==> src/hw/rtl/nrb_pkg.sv <==
// nrb_pkg: shared constants, register indexes and controller/datapath structs
`timescale 1ns / 1ps

package nrb_pkg;

  // number format
  localparam int WORD_BITS = 32;
  localparam int FRAC_BITS = 16;
  localparam int MAG_BITS  = WORD_BITS - 1;
  localparam int PROD_BITS = MAG_BITS + WORD_BITS;

  // field widths fixed by the interface
  localparam int TGT_BITS  = 32;
  localparam int EXP_BITS  = 5;
  localparam int TOL_BITS  = 32;
  localparam int STEP_BITS = 6;

  localparam int CFG_INDEX_BITS = 2;
  localparam int CFG_DATA_BITS  = 32;

  // compare widths
  localparam int DIFF_CMP_BITS = ((WORD_BITS > TOL_BITS) ? WORD_BITS : TOL_BITS) + 2;
  localparam int PWR_CMP_BITS  = ((WORD_BITS > TGT_BITS) ? WORD_BITS : TGT_BITS) + 2;

  localparam logic [STEP_BITS-1:0] STEP_LIMIT = '1;
  localparam logic [STEP_BITS-1:0] STEP_MAX   = STEP_BITS'(WORD_BITS + 1);

  localparam logic [MAG_BITS-1:0] MAG_MAX = '1;
  localparam logic [MAG_BITS-1:0] ONE_MAG = MAG_BITS'(1) << FRAC_BITS;

  // register indexes
  localparam logic [CFG_INDEX_BITS-1:0] REG_EXPONENT  = CFG_INDEX_BITS'(0);
  localparam logic [CFG_INDEX_BITS-1:0] REG_TOLERANCE = CFG_INDEX_BITS'(1);

  localparam logic [EXP_BITS-1:0] EXPONENT_RESET  = EXP_BITS'(2);
  localparam logic [TOL_BITS-1:0] TOLERANCE_RESET = TOL_BITS'(1);

  typedef struct packed {
    logic load;      // take a new transaction
    logic start_lo;  // start the power of the low end
    logic take_mid;  // new midpoint, start its power
    logic mul;       // one multiply of the running power
    logic latch_sl;  // store the sign for the low end
    logic resolve;   // move one interval end to the midpoint
    logic out_load;  // capture the result
  } nrb_cmd_t;

  typedef struct packed {
    logic cont;        // interval still wider than tolerance, step limit not reached
    logic pow_done;    // running power has all its factors
    logic first_step;  // no bisection step taken yet
  } nrb_status_t;

endpackage

==> src/hw/rtl/nrb_if.sv <==
// nrb_if: request, result and configuration channel interfaces
`timescale 1ns / 1ps

interface nrb_req_if;
  logic                                valid;
  logic                                ready;
  logic [nrb_pkg::TGT_BITS-1:0]        target;
  logic signed [nrb_pkg::WORD_BITS-1:0] lower_bound;
  logic signed [nrb_pkg::WORD_BITS-1:0] upper_bound;

  modport source (output valid, target, lower_bound, upper_bound, input ready);
  modport sink (input valid, target, lower_bound, upper_bound, output ready);
endinterface

interface nrb_res_if;
  logic                                 valid;
  logic                                 ready;
  logic signed [nrb_pkg::WORD_BITS-1:0] root;
  logic [nrb_pkg::STEP_BITS-1:0]        iterations;

  modport source (output valid, root, iterations, input ready);
  modport sink (input valid, root, iterations, output ready);
endinterface

interface nrb_cfg_if;
  logic                               valid;
  logic                               ready;
  logic [nrb_pkg::CFG_INDEX_BITS-1:0] index;
  logic [nrb_pkg::CFG_DATA_BITS-1:0]  data;

  modport source (output valid, index, data, input ready);
  modport sink (input valid, index, data, output ready);
endinterface

==> src/hw/rtl/nrb_datapath.sv <==
// nrb_datapath: interval registers, shared multiplier, power and sign compare
`timescale 1ns / 1ps

module nrb_datapath (
  input  logic                                  clk,
  input  logic                                  rst,
  input  nrb_pkg::nrb_cmd_t                     cmd,
  output nrb_pkg::nrb_status_t                  status,
  input  logic                                  cfg_write,
  input  logic [nrb_pkg::CFG_INDEX_BITS-1:0]    cfg_index,
  input  logic [nrb_pkg::CFG_DATA_BITS-1:0]     cfg_data,
  input  logic [nrb_pkg::TGT_BITS-1:0]          target,
  input  logic signed [nrb_pkg::WORD_BITS-1:0]  lower_bound,
  input  logic signed [nrb_pkg::WORD_BITS-1:0]  upper_bound,
  output logic signed [nrb_pkg::WORD_BITS-1:0]  root,
  output logic [nrb_pkg::STEP_BITS-1:0]         iterations
);

  // configuration
  logic [nrb_pkg::EXP_BITS-1:0] exponent;
  logic [nrb_pkg::TOL_BITS-1:0] tolerance;

  // interval and item state
  logic signed [nrb_pkg::WORD_BITS-1:0] lo;
  logic signed [nrb_pkg::WORD_BITS-1:0] hi;
  logic signed [nrb_pkg::WORD_BITS-1:0] mid;
  logic [nrb_pkg::TGT_BITS-1:0]         tgt;
  logic [nrb_pkg::STEP_BITS-1:0]        steps;
  logic                                 sl_gt;
  logic                                 sl_lt;

  // power unit
  logic [nrb_pkg::WORD_BITS-1:0] xmag;
  logic                          xneg;
  logic [nrb_pkg::PROD_BITS-1:0] prod;
  logic                          first;
  logic [nrb_pkg::EXP_BITS-1:0]  cnt;

  logic signed [nrb_pkg::WORD_BITS:0]         sum;
  logic signed [nrb_pkg::WORD_BITS-1:0]       mid_next;
  logic [nrb_pkg::WORD_BITS-1:0]              x_sel;
  logic [nrb_pkg::WORD_BITS-1:0]              xmag_next;
  logic signed [nrb_pkg::WORD_BITS:0]         diff;
  logic signed [nrb_pkg::DIFF_CMP_BITS-1:0]   diff_ext;
  logic signed [nrb_pkg::DIFF_CMP_BITS-1:0]   tol_ext;
  logic [nrb_pkg::TOL_BITS-1:0]               tol_eff;
  logic [nrb_pkg::MAG_BITS-1:0]               clamp_mag;
  logic [nrb_pkg::MAG_BITS-1:0]               acc_mag;
  logic                                       pw_neg;
  logic [nrb_pkg::WORD_BITS-1:0]              pw_mag;
  logic signed [nrb_pkg::WORD_BITS-1:0]       pw;
  logic signed [nrb_pkg::PWR_CMP_BITS-1:0]    pw_ext;
  logic signed [nrb_pkg::PWR_CMP_BITS-1:0]    t_ext;
  logic                                       pw_gt;
  logic                                       pw_lt;
  logic                                       same_sign;
  logic [nrb_pkg::PROD_BITS-1:0]              prod_next;

  // floor of the mean: the carry bit keeps the sum exact
  assign sum      = (nrb_pkg::WORD_BITS + 1)'(lo) + (nrb_pkg::WORD_BITS + 1)'(hi);
  assign mid_next = sum[nrb_pkg::WORD_BITS:1];

  assign x_sel     = cmd.take_mid ? mid_next : lo;
  assign xmag_next = x_sel[nrb_pkg::WORD_BITS-1] ? (~x_sel + nrb_pkg::WORD_BITS'(1)) : x_sel;

  assign tol_eff  = (tolerance == '0) ? nrb_pkg::TOL_BITS'(1) : tolerance;
  assign diff     = (nrb_pkg::WORD_BITS + 1)'(hi) - (nrb_pkg::WORD_BITS + 1)'(lo);
  assign diff_ext = nrb_pkg::DIFF_CMP_BITS'(diff);
  assign tol_ext  = nrb_pkg::DIFF_CMP_BITS'(tol_eff);

  // truncated product magnitude, saturated to the word limit
  assign clamp_mag =
    (prod[nrb_pkg::PROD_BITS-1:nrb_pkg::FRAC_BITS+nrb_pkg::MAG_BITS] != '0) ?
    nrb_pkg::MAG_MAX :
    prod[nrb_pkg::FRAC_BITS+nrb_pkg::MAG_BITS-1:nrb_pkg::FRAC_BITS];
  assign acc_mag   = first ? nrb_pkg::ONE_MAG : clamp_mag;
  assign prod_next = acc_mag * xmag;

  // sign flips once per negative factor, so odd exponents keep it
  assign pw_neg = xneg & exponent[0] & (acc_mag != '0);
  assign pw_mag = {1'b0, acc_mag};
  assign pw     = pw_neg ? (~pw_mag + nrb_pkg::WORD_BITS'(1)) : pw_mag;
  assign pw_ext = nrb_pkg::PWR_CMP_BITS'(pw);
  assign t_ext  = nrb_pkg::PWR_CMP_BITS'(tgt);
  assign pw_gt  = pw_ext > t_ext;
  assign pw_lt  = pw_ext < t_ext;

  // sign product of low and mid residuals is positive
  assign same_sign = (sl_gt & pw_gt) | (sl_lt & pw_lt);

  assign status.cont       = (diff_ext > tol_ext) && (steps != nrb_pkg::STEP_LIMIT);
  assign status.pow_done   = (cnt == exponent);
  assign status.first_step = (steps == '0);

  always_ff @(posedge clk) begin
    if (rst) begin
      exponent  <= nrb_pkg::EXPONENT_RESET;
      tolerance <= nrb_pkg::TOLERANCE_RESET;
    end else if (cfg_write) begin
      if (cfg_index == nrb_pkg::REG_EXPONENT) begin
        exponent <= cfg_data[nrb_pkg::EXP_BITS-1:0];
      end else if (cfg_index == nrb_pkg::REG_TOLERANCE) begin
        tolerance <= cfg_data[nrb_pkg::TOL_BITS-1:0];
      end
    end
  end

  always_ff @(posedge clk) begin
    if (cmd.load) begin
      lo    <= lower_bound;
      hi    <= upper_bound;
      mid   <= lower_bound;
      tgt   <= target;
      steps <= '0;
    end
    if (cmd.take_mid) begin
      mid   <= mid_next;
      steps <= steps + nrb_pkg::STEP_BITS'(1);
    end
    if (cmd.start_lo || cmd.take_mid) begin
      xmag  <= xmag_next;
      xneg  <= x_sel[nrb_pkg::WORD_BITS-1];
      first <= 1'b1;
      cnt   <= '0;
    end
    if (cmd.mul) begin
      prod  <= prod_next;
      first <= 1'b0;
      cnt   <= cnt + nrb_pkg::EXP_BITS'(1);
    end
    if (cmd.latch_sl) begin
      sl_gt <= pw_gt;
      sl_lt <= pw_lt;
    end
    if (cmd.resolve) begin
      // low end moves when both residuals share a sign, and its sign is unchanged
      if (same_sign) begin
        lo <= mid;
      end else begin
        hi <= mid;
      end
    end
    if (cmd.out_load) begin
      root       <= mid;
      iterations <= steps;
    end
  end

endmodule

==> src/hw/rtl/nrb_ctrl.sv <==
// nrb_ctrl: sequencer for bisection steps and power evaluation
`timescale 1ns / 1ps

module nrb_ctrl (
  input  logic                 clk,
  input  logic                 rst,
  input  logic                 in_valid,
  output logic                 in_ready,
  output logic                 out_valid,
  input  logic                 out_ready,
  input  nrb_pkg::nrb_status_t status,
  output nrb_pkg::nrb_cmd_t    cmd
);

  typedef enum logic [3:0] {
    IDLE    = 4'b0001,
    CHECK   = 4'b0010,
    POW_LO  = 4'b0100,
    POW_MID = 4'b1000
  } state_t;

  state_t state;
  state_t state_next;
  logic   out_free;

  assign in_ready = (state == IDLE);
  assign out_free = !out_valid || out_ready;

  always_comb begin
    state_next = state;
    cmd        = '0;
    case (state)
      IDLE: begin
        if (in_valid) begin
          cmd.load   = 1'b1;
          state_next = CHECK;
        end
      end
      CHECK: begin
        if (!status.cont) begin
          if (out_free) begin
            cmd.out_load = 1'b1;
            state_next   = IDLE;
          end
        end else if (status.first_step) begin
          cmd.start_lo = 1'b1;
          state_next   = POW_LO;
        end else begin
          cmd.take_mid = 1'b1;
          state_next   = POW_MID;
        end
      end
      POW_LO: begin
        if (status.pow_done) begin
          cmd.latch_sl = 1'b1;
          cmd.take_mid = 1'b1;
          state_next   = POW_MID;
        end else begin
          cmd.mul = 1'b1;
        end
      end
      POW_MID: begin
        if (status.pow_done) begin
          cmd.resolve = 1'b1;
          state_next  = CHECK;
        end else begin
          cmd.mul = 1'b1;
        end
      end
      default: begin
        state_next = IDLE;
      end
    endcase
  end

  always_ff @(posedge clk) begin
    if (rst) begin
      state     <= IDLE;
      out_valid <= 1'b0;
    end else begin
      state <= state_next;
      if (cmd.out_load) begin
        out_valid <= 1'b1;
      end else if (out_ready) begin
        out_valid <= 1'b0;
      end
    end
  end

endmodule

==> src/hw/rtl/nth_root_bisection.sv <==
// nth_root_bisection: top level, fixed-point nth root by interval bisection
`timescale 1ns / 1ps

// Finds a root of x^n - target on [lower_bound, upper_bound] by bisection in
// signed Q16.16, halving the interval until its width is at most the
// tolerance register (zero acts as one), and returns the last midpoint with
// the step count; an empty or reversed interval returns lower_bound and zero
// steps. One transaction is worked on at a time. A single shared multiplier
// does one saturating multiply per cycle; a bisection step takes a new
// midpoint, raises it to the power n and moves one interval end. The low
// end power is evaluated once, since its residual sign carries over between
// steps. A full range interval needs up to 32 steps. The result sits in an
// output register, so the next request can be taken and worked on while
// a stalled result waits; configuration writes are always ready, and the
// user must apply them only while idle, since the block does not enforce it.
module nth_root_bisection (
  input logic       clk,
  input logic       rst,
  nrb_req_if.sink   request,
  nrb_res_if.source result,
  nrb_cfg_if.sink   cfg
);

  nrb_pkg::nrb_cmd_t    cmd;
  nrb_pkg::nrb_status_t status;

  assign cfg.ready = 1'b1;

  nrb_ctrl u_ctrl (
    .clk       (clk),
    .rst       (rst),
    .in_valid  (request.valid),
    .in_ready  (request.ready),
    .out_valid (result.valid),
    .out_ready (result.ready),
    .status    (status),
    .cmd       (cmd)
  );

  nrb_datapath u_datapath (
    .clk         (clk),
    .rst         (rst),
    .cmd         (cmd),
    .status      (status),
    .cfg_write   (cfg.valid),
    .cfg_index   (cfg.index),
    .cfg_data    (cfg.data),
    .target      (request.target),
    .lower_bound (request.lower_bound),
    .upper_bound (request.upper_bound),
    .root        (result.root),
    .iterations  (result.iterations)
  );

`ifndef ASSERT_OFF
  // the halving bounds the step count for any interval in the word
  a_step_bound: assert property (@(posedge clk) disable iff (rst)
    result.valid |-> (result.iterations <= nrb_pkg::STEP_MAX))
    else $error("step count beyond the interval halving bound");

  // a taken request leaves the block busy in the cycle after it is taken
  a_busy_after_take: assert property (@(posedge clk) disable iff (rst)
    (request.valid && request.ready) |=> !request.ready)
    else $error("request taken again right after a transaction");

  // a result cannot appear in the cycle right after a request is taken
  a_no_instant_result: assert property (@(posedge clk) disable iff (rst)
    (request.valid && request.ready) |=> !$rose(result.valid))
    else $error("result raised without an interval check");
`endif

endmodule

==> src/flat_wrapper.sv <==
// flat-port wrapper written by rule: the top's interface ports become plain ports
module nth_root_bisection_flat 
  (clk, rst, request_valid, request_target, request_lower_bound, request_upper_bound, request_ready, result_valid, result_root, result_iterations, result_ready, cfg_valid, cfg_index, cfg_data, cfg_ready);
  nrb_req_if request_i ();
  nrb_res_if result_i ();
  nrb_cfg_if cfg_i ();
  input logic clk;
  input logic rst;
  input wire logic [$bits(request_i.valid)-1:0] request_valid;
  input wire logic [$bits(request_i.target)-1:0] request_target;
  input wire logic [$bits(request_i.lower_bound)-1:0] request_lower_bound;
  input wire logic [$bits(request_i.upper_bound)-1:0] request_upper_bound;
  output wire logic [$bits(request_i.ready)-1:0] request_ready;
  output wire logic [$bits(result_i.valid)-1:0] result_valid;
  output wire logic [$bits(result_i.root)-1:0] result_root;
  output wire logic [$bits(result_i.iterations)-1:0] result_iterations;
  input wire logic [$bits(result_i.ready)-1:0] result_ready;
  input wire logic [$bits(cfg_i.valid)-1:0] cfg_valid;
  input wire logic [$bits(cfg_i.index)-1:0] cfg_index;
  input wire logic [$bits(cfg_i.data)-1:0] cfg_data;
  output wire logic [$bits(cfg_i.ready)-1:0] cfg_ready;
  assign request_i.valid = request_valid;
  assign request_i.target = request_target;
  assign request_i.lower_bound = request_lower_bound;
  assign request_i.upper_bound = request_upper_bound;
  assign request_ready = request_i.ready;
  assign result_valid = result_i.valid;
  assign result_root = result_i.root;
  assign result_iterations = result_i.iterations;
  assign result_i.ready = result_ready;
  assign cfg_i.valid = cfg_valid;
  assign cfg_i.index = cfg_index;
  assign cfg_i.data = cfg_data;
  assign cfg_ready = cfg_i.ready;
  nth_root_bisection u_core (.clk(clk), .rst(rst), .request(request_i), .result(result_i), .cfg(cfg_i));
endmodule
==> config.mk <==
export PLATFORM = sky130hd
export DESIGN_NAME = nth_root_bisection_flat
export DESIGN_NICKNAME = d
export VERILOG_FILES = /design/src/hw/rtl/nrb_pkg.sv /design/src/hw/rtl/nrb_if.sv /design/src/hw/rtl/nrb_datapath.sv /design/src/hw/rtl/nrb_ctrl.sv /design/src/hw/rtl/nth_root_bisection.sv /design/src/flat_wrapper.sv
export SDC_FILE = /design/constraint.sdc
export NUM_CORES = 2
export LEC_CHECK = 0
export BUFFER_PORTS_ARGS = -buffer_cell sky130_fd_sc_hd__buf_2
export CAP_MARGIN = 0
export CORE_MARGIN = 4
export CORE_UTILIZATION = 40
export DETAILED_ROUTE_END_ITERATION = 10
export HOLD_SLACK_MARGIN = 0.02
export PLACE_DENSITY = 0.65
export SLEW_MARGIN = 40
export SYNTH_ARGS = -nofsm -noshare
export SYNTH_HDL_FRONTEND = slang
export SYNTH_HIERARCHICAL = 1
export SYNTH_SLANG_ARGS = --single-unit
==> constraint.sdc <==
create_clock -name clk -period 10.8 [get_ports clk]
set_input_delay 2.16 -clock clk [delete_from_list [all_inputs] [get_ports clk]]
set_output_delay 2.16 -clock clk [all_outputs]
set_load 0.01 [all_outputs]
==> metrics list <==
- Buffers placed on the I/O ports in this run total 174.
- By area, the combinational part of the netlist is dominated by adder cells.
* Ys async rst share: 0%
* Dominant cell by count in the synthesized netlist: sky130_fd_sc_hd__inv_1
* Leading cell types by count after synthesis: sky130_fd_sc_hd__inv_1 (965), sky130_fd_sc_hd__fa_1 (867), sky130_fd_sc_hd__nand2_1 (619)
* Capturing element type of the critical path: flop
* Fraction of the mapped netlist area in compound gates: 7.93%
- Count of non-filler cells in the finished layout: 7,012
* Number of distinct library cells after synthesis: 95
- Routability-driven placement finished with a final weighted congestion of 0.931.
* Number of buffers inserted during clock tree synthesis: 34
- Hold buffers post-CTS: 0
- Net count, final: 6,748
- In the final routed layout, each cell accounts on average for 21.2 um.
- Hold violation count in the final report: 0
- Clock-pin slew was measured on the worst setup and hold paths at 0.07 ns.
- Synthesis produced a netlist whose cell count is 5,336.
* I/O pin cnt: 176
- Syn. warnings: 6
- For the pin with the worst max-slew slack, the measured transition is 0.936 ns.
* Seq cells post-synth: 302
- The mapped netlist covers 0.0496 mm^2.
- Sum of net half-perimeters after detailed placement: 114,000 um
* Class of the worst hold path: reg -> reg
* Relative slew slack: 37.3%
* H-tree lvl count: 2
- Measured along the y axis, the die boundary spans 360 um.
- Via-per-instance ratio: 5.35
- Summed over all layers, the global routing overflow is 0.
* Sum of negative setup slack: 0 ns
- Data on the critical path arrives at its endpoint at 10.27 ns.
- For this run, the slowest stage of the critical path takes 0.69 ns.
* Number of instances in the placed design: 6,943
- OpenSTA, run right after detailed placement, puts the worst setup slack at 0.929 ns.
- In this design, the critical path's most frequently occurring cell is sky130_fd_sc_hd__fa_1.
- Seq. cell area: 0.00800 mm^2
- By area the synthesized netlist is led by sky130_fd_sc_hd__fa_1 (35%), sky130_fd_sc_hd__edfxtp_1 (12%), sky130_fd_sc_hd__ha_1 (9.8%), sky130_fd_sc_hd__inv_1 (7.3%), sky130_fd_sc_hd__and2_1 (6.9%).
- The core region is 0.123 mm^2.
* Layout filler cell count: 11,757
- The number of antenna violations at the first check in global routing came to 3.
- Pin count of the biggest net entering global routing: 56
- In the synthesized netlist, mux cells make up 1.55% of the area.
- Counting flops with a built-in enable in the synthesized netlist gives 195.
* Util after Layout: 43.7%
- Relative to the synthesized area, the layout overhead comes to 7.96%.
- Mean area per synthesized cell: 9.30 um^2
* Final number of setup-violating endpoints: 0
* Setup repair bufs after CTS: 0
- Crit path time final: 9.98 ns
* Post-synth top area cell: sky130_fd_sc_hd__fa_1
- TritonCTS built the clock tree.
* Post-Synth Simple-Gate Area: 17.2%
- In the final layout, the multi-input gates occupy 0.0371 mm^2.
- Static timing analysis puts the maximum clock frequency at 100 MHz.
- The critical path is of the reg -> reg type.
* DRT iter0 DRCs: 2,556
- Parity-gate share of the synthesized area counting xor and xnor cells: 2.88%
- Post-Synthesis Net Count: 6,725
- Resized Gates After CTS: 0
* Setup repair after global routing missed its margin: no
- The die covers 0.130 mm^2.
* Vias in the first global route: 39,802
* Initial standard-cell utilization of the core: 40.5%
- Area share of the leading cell type in the synthesized netlist: 35.0%
- Counting along the longest clock path gives a buffer depth of 3.
- Kind of start point of the critical path: flop
- Clock sink count: 302
- Post-route DRC violation count: 0
* First drt pass iteration count: 8
- Max-slew violations: 0
- The die is 360 um wide.
- Among all stages on the critical path, the largest delay is contributed by sky130_fd_sc_hd__nand4_1.
- Fraction of final layout cells with drive strength greater than 1: 7.67%
- Floorplan row count: 128
- The count of nets left with antenna violations once routing finished came out at 0.
- Worst-case clock skew: 0.0527 ns
- Portion of the post-synthesis area used by sequential elements: 16.1%
* Max-cap violations: 0
- Global-route wire length before repair: 234,000 um
- Global routing used 23.0% of the available tracks across all layers.
- Of all nets on the critical path, the largest fanout is 7.
- The routed layout has 37,498 vias.
- The flow ran to the end, and the final reports show no timing, DRC or antenna violations.
- Routed Wire Length: 148,000 um
* Worst skew pair latency: 0.58 ns
- Across all setup checks in the final design, the least slack found is 0.818 ns.
- Required time of the worst setup path: 11.08 ns
* CTS Root Buffer Type: sky130_fd_sc_hd__clkbuf_16
- Summing the areas of all fa, ha and maj instances in the mapped netlist gives 44.7% of the synthesized area.
- Part of the cycle the worst path needs: 92.4%
- In the synthesized netlist the dominant register cell turns out to be sky130_fd_sc_hd__edfxtp_1.
## cell usage in the layout, fill, tap and decap left out, types with 65 or more instances in the layout
master	count
sky130_fd_sc_hd__buf_2	174
sky130_fd_sc_hd__dfxtp_1	106
sky130_fd_sc_hd__fa_1	867
sky130_fd_sc_hd__nor2_1	201
sky130_fd_sc_hd__a22oi_1	65
sky130_fd_sc_hd__and2_1	546
sky130_fd_sc_hd__nor2b_1	70
sky130_fd_sc_hd__xnor2_1	111
sky130_fd_sc_hd__ha_1	387
sky130_fd_sc_hd__mux2i_1	71
sky130_fd_sc_hd__edfxtp_1	195
sky130_fd_sc_hd__nand2_1	619
sky130_fd_sc_hd__inv_1	965
sky130_fd_sc_hd__o21ai_0	85
sky130_fd_sc_hd__buf_4	83
sky130_fd_sc_hd__a21oi_1	172
## logic make-up (layout without fill, tap and decap cells)
logic type,count (synthesis),count (layout)
compound gates,586,586
xor+xnor,163,163
fa+ha+maj,1254,1254
buf+inv,1253,1301
flops,302,302
mux,76,76
other cells,1,4
simple gates,1701,1701
## sequential cells by signal, indices dropped and copies added (netlist names), 6 cells and up
signal                        flops
u_core/u_datapath/tgt            32
u_core/u_datapath/lo             32
u_core/u_datapath/mid            32
u_core/u_datapath/root           32
u_core/u_datapath/hi             32
u_core/u_datapath/tolerance      32
u_core/u_datapath/prod           47
u_core/u_datapath/xmag           32
u_core/u_datapath/steps           6
u_core/u_datapath/iterations      6
## worst max-delay path, delay by kind of cell, from the launching register on
kind	cells	cell delay, ns
compound gates	10	2.25
fa+ha+maj	9	4.43
xor+xnor	1	0.15
flops	1	0.36
simple gates	4	1.88
buf+inv	5	0.66
## through the flow
stage | instance area [um^2] | hold slack (ns)
final | 53600 | 0.456
after global routing | 53600 | 0.467
after CTS | 53500 | 0.457
after detailed placement | 52300 | 0.440
after global placement | 52200 | 0.435
after floorplan | 49600 | 0.427
## layer usage
layer	share of wire (%)	up-vias	track usage (%)	routed length [um]
met5	0	-	0	0
met4	3.6	0	7.24	5410
met3	8.4	287	4.46	12500
met2	47	1583	38.0	69500
met1	41	18929	30.5	61000
li1	-	16699	-	-
## area by class of cell
cell class                 count  share of cell area, %
clock inverter                20                  0.357
multi-input combinational   3781                   69.2
timing repair buffer         274                   3.22
antenna                        3                 0.0140
sequential                   302                   14.9
clock buffer                  41                   1.71
tap                         1625                   3.80
inverter                     966                   6.77
## worst paths after layout
path | to | start | slack [ns] | cells after the start
setup / recovery | u_core/u_datapath/prod[62]$_DFFE_PP_ | u_core/u_datapath/prod[59]$_DFFE_PP_ | 0.82 | 29
hold reg to reg | u_core/u_datapath/root[10]$_DFFE_PP_ | u_core/u_datapath/mid[10]$_DFFE_PP_ | 0.46 | 0
setup reg to reg | u_core/u_datapath/prod[62]$_DFFE_PP_ | u_core/u_datapath/prod[59]$_DFFE_PP_ | 0.82 | 29
hold / removal | u_core/u_datapath/root[10]$_DFFE_PP_ | u_core/u_datapath/mid[10]$_DFFE_PP_ | 0.46 | 0
Power is left out: the tool's default activity adds up to more than one toggle a clock period on the data nets, which glitch-free logic cannot reach.
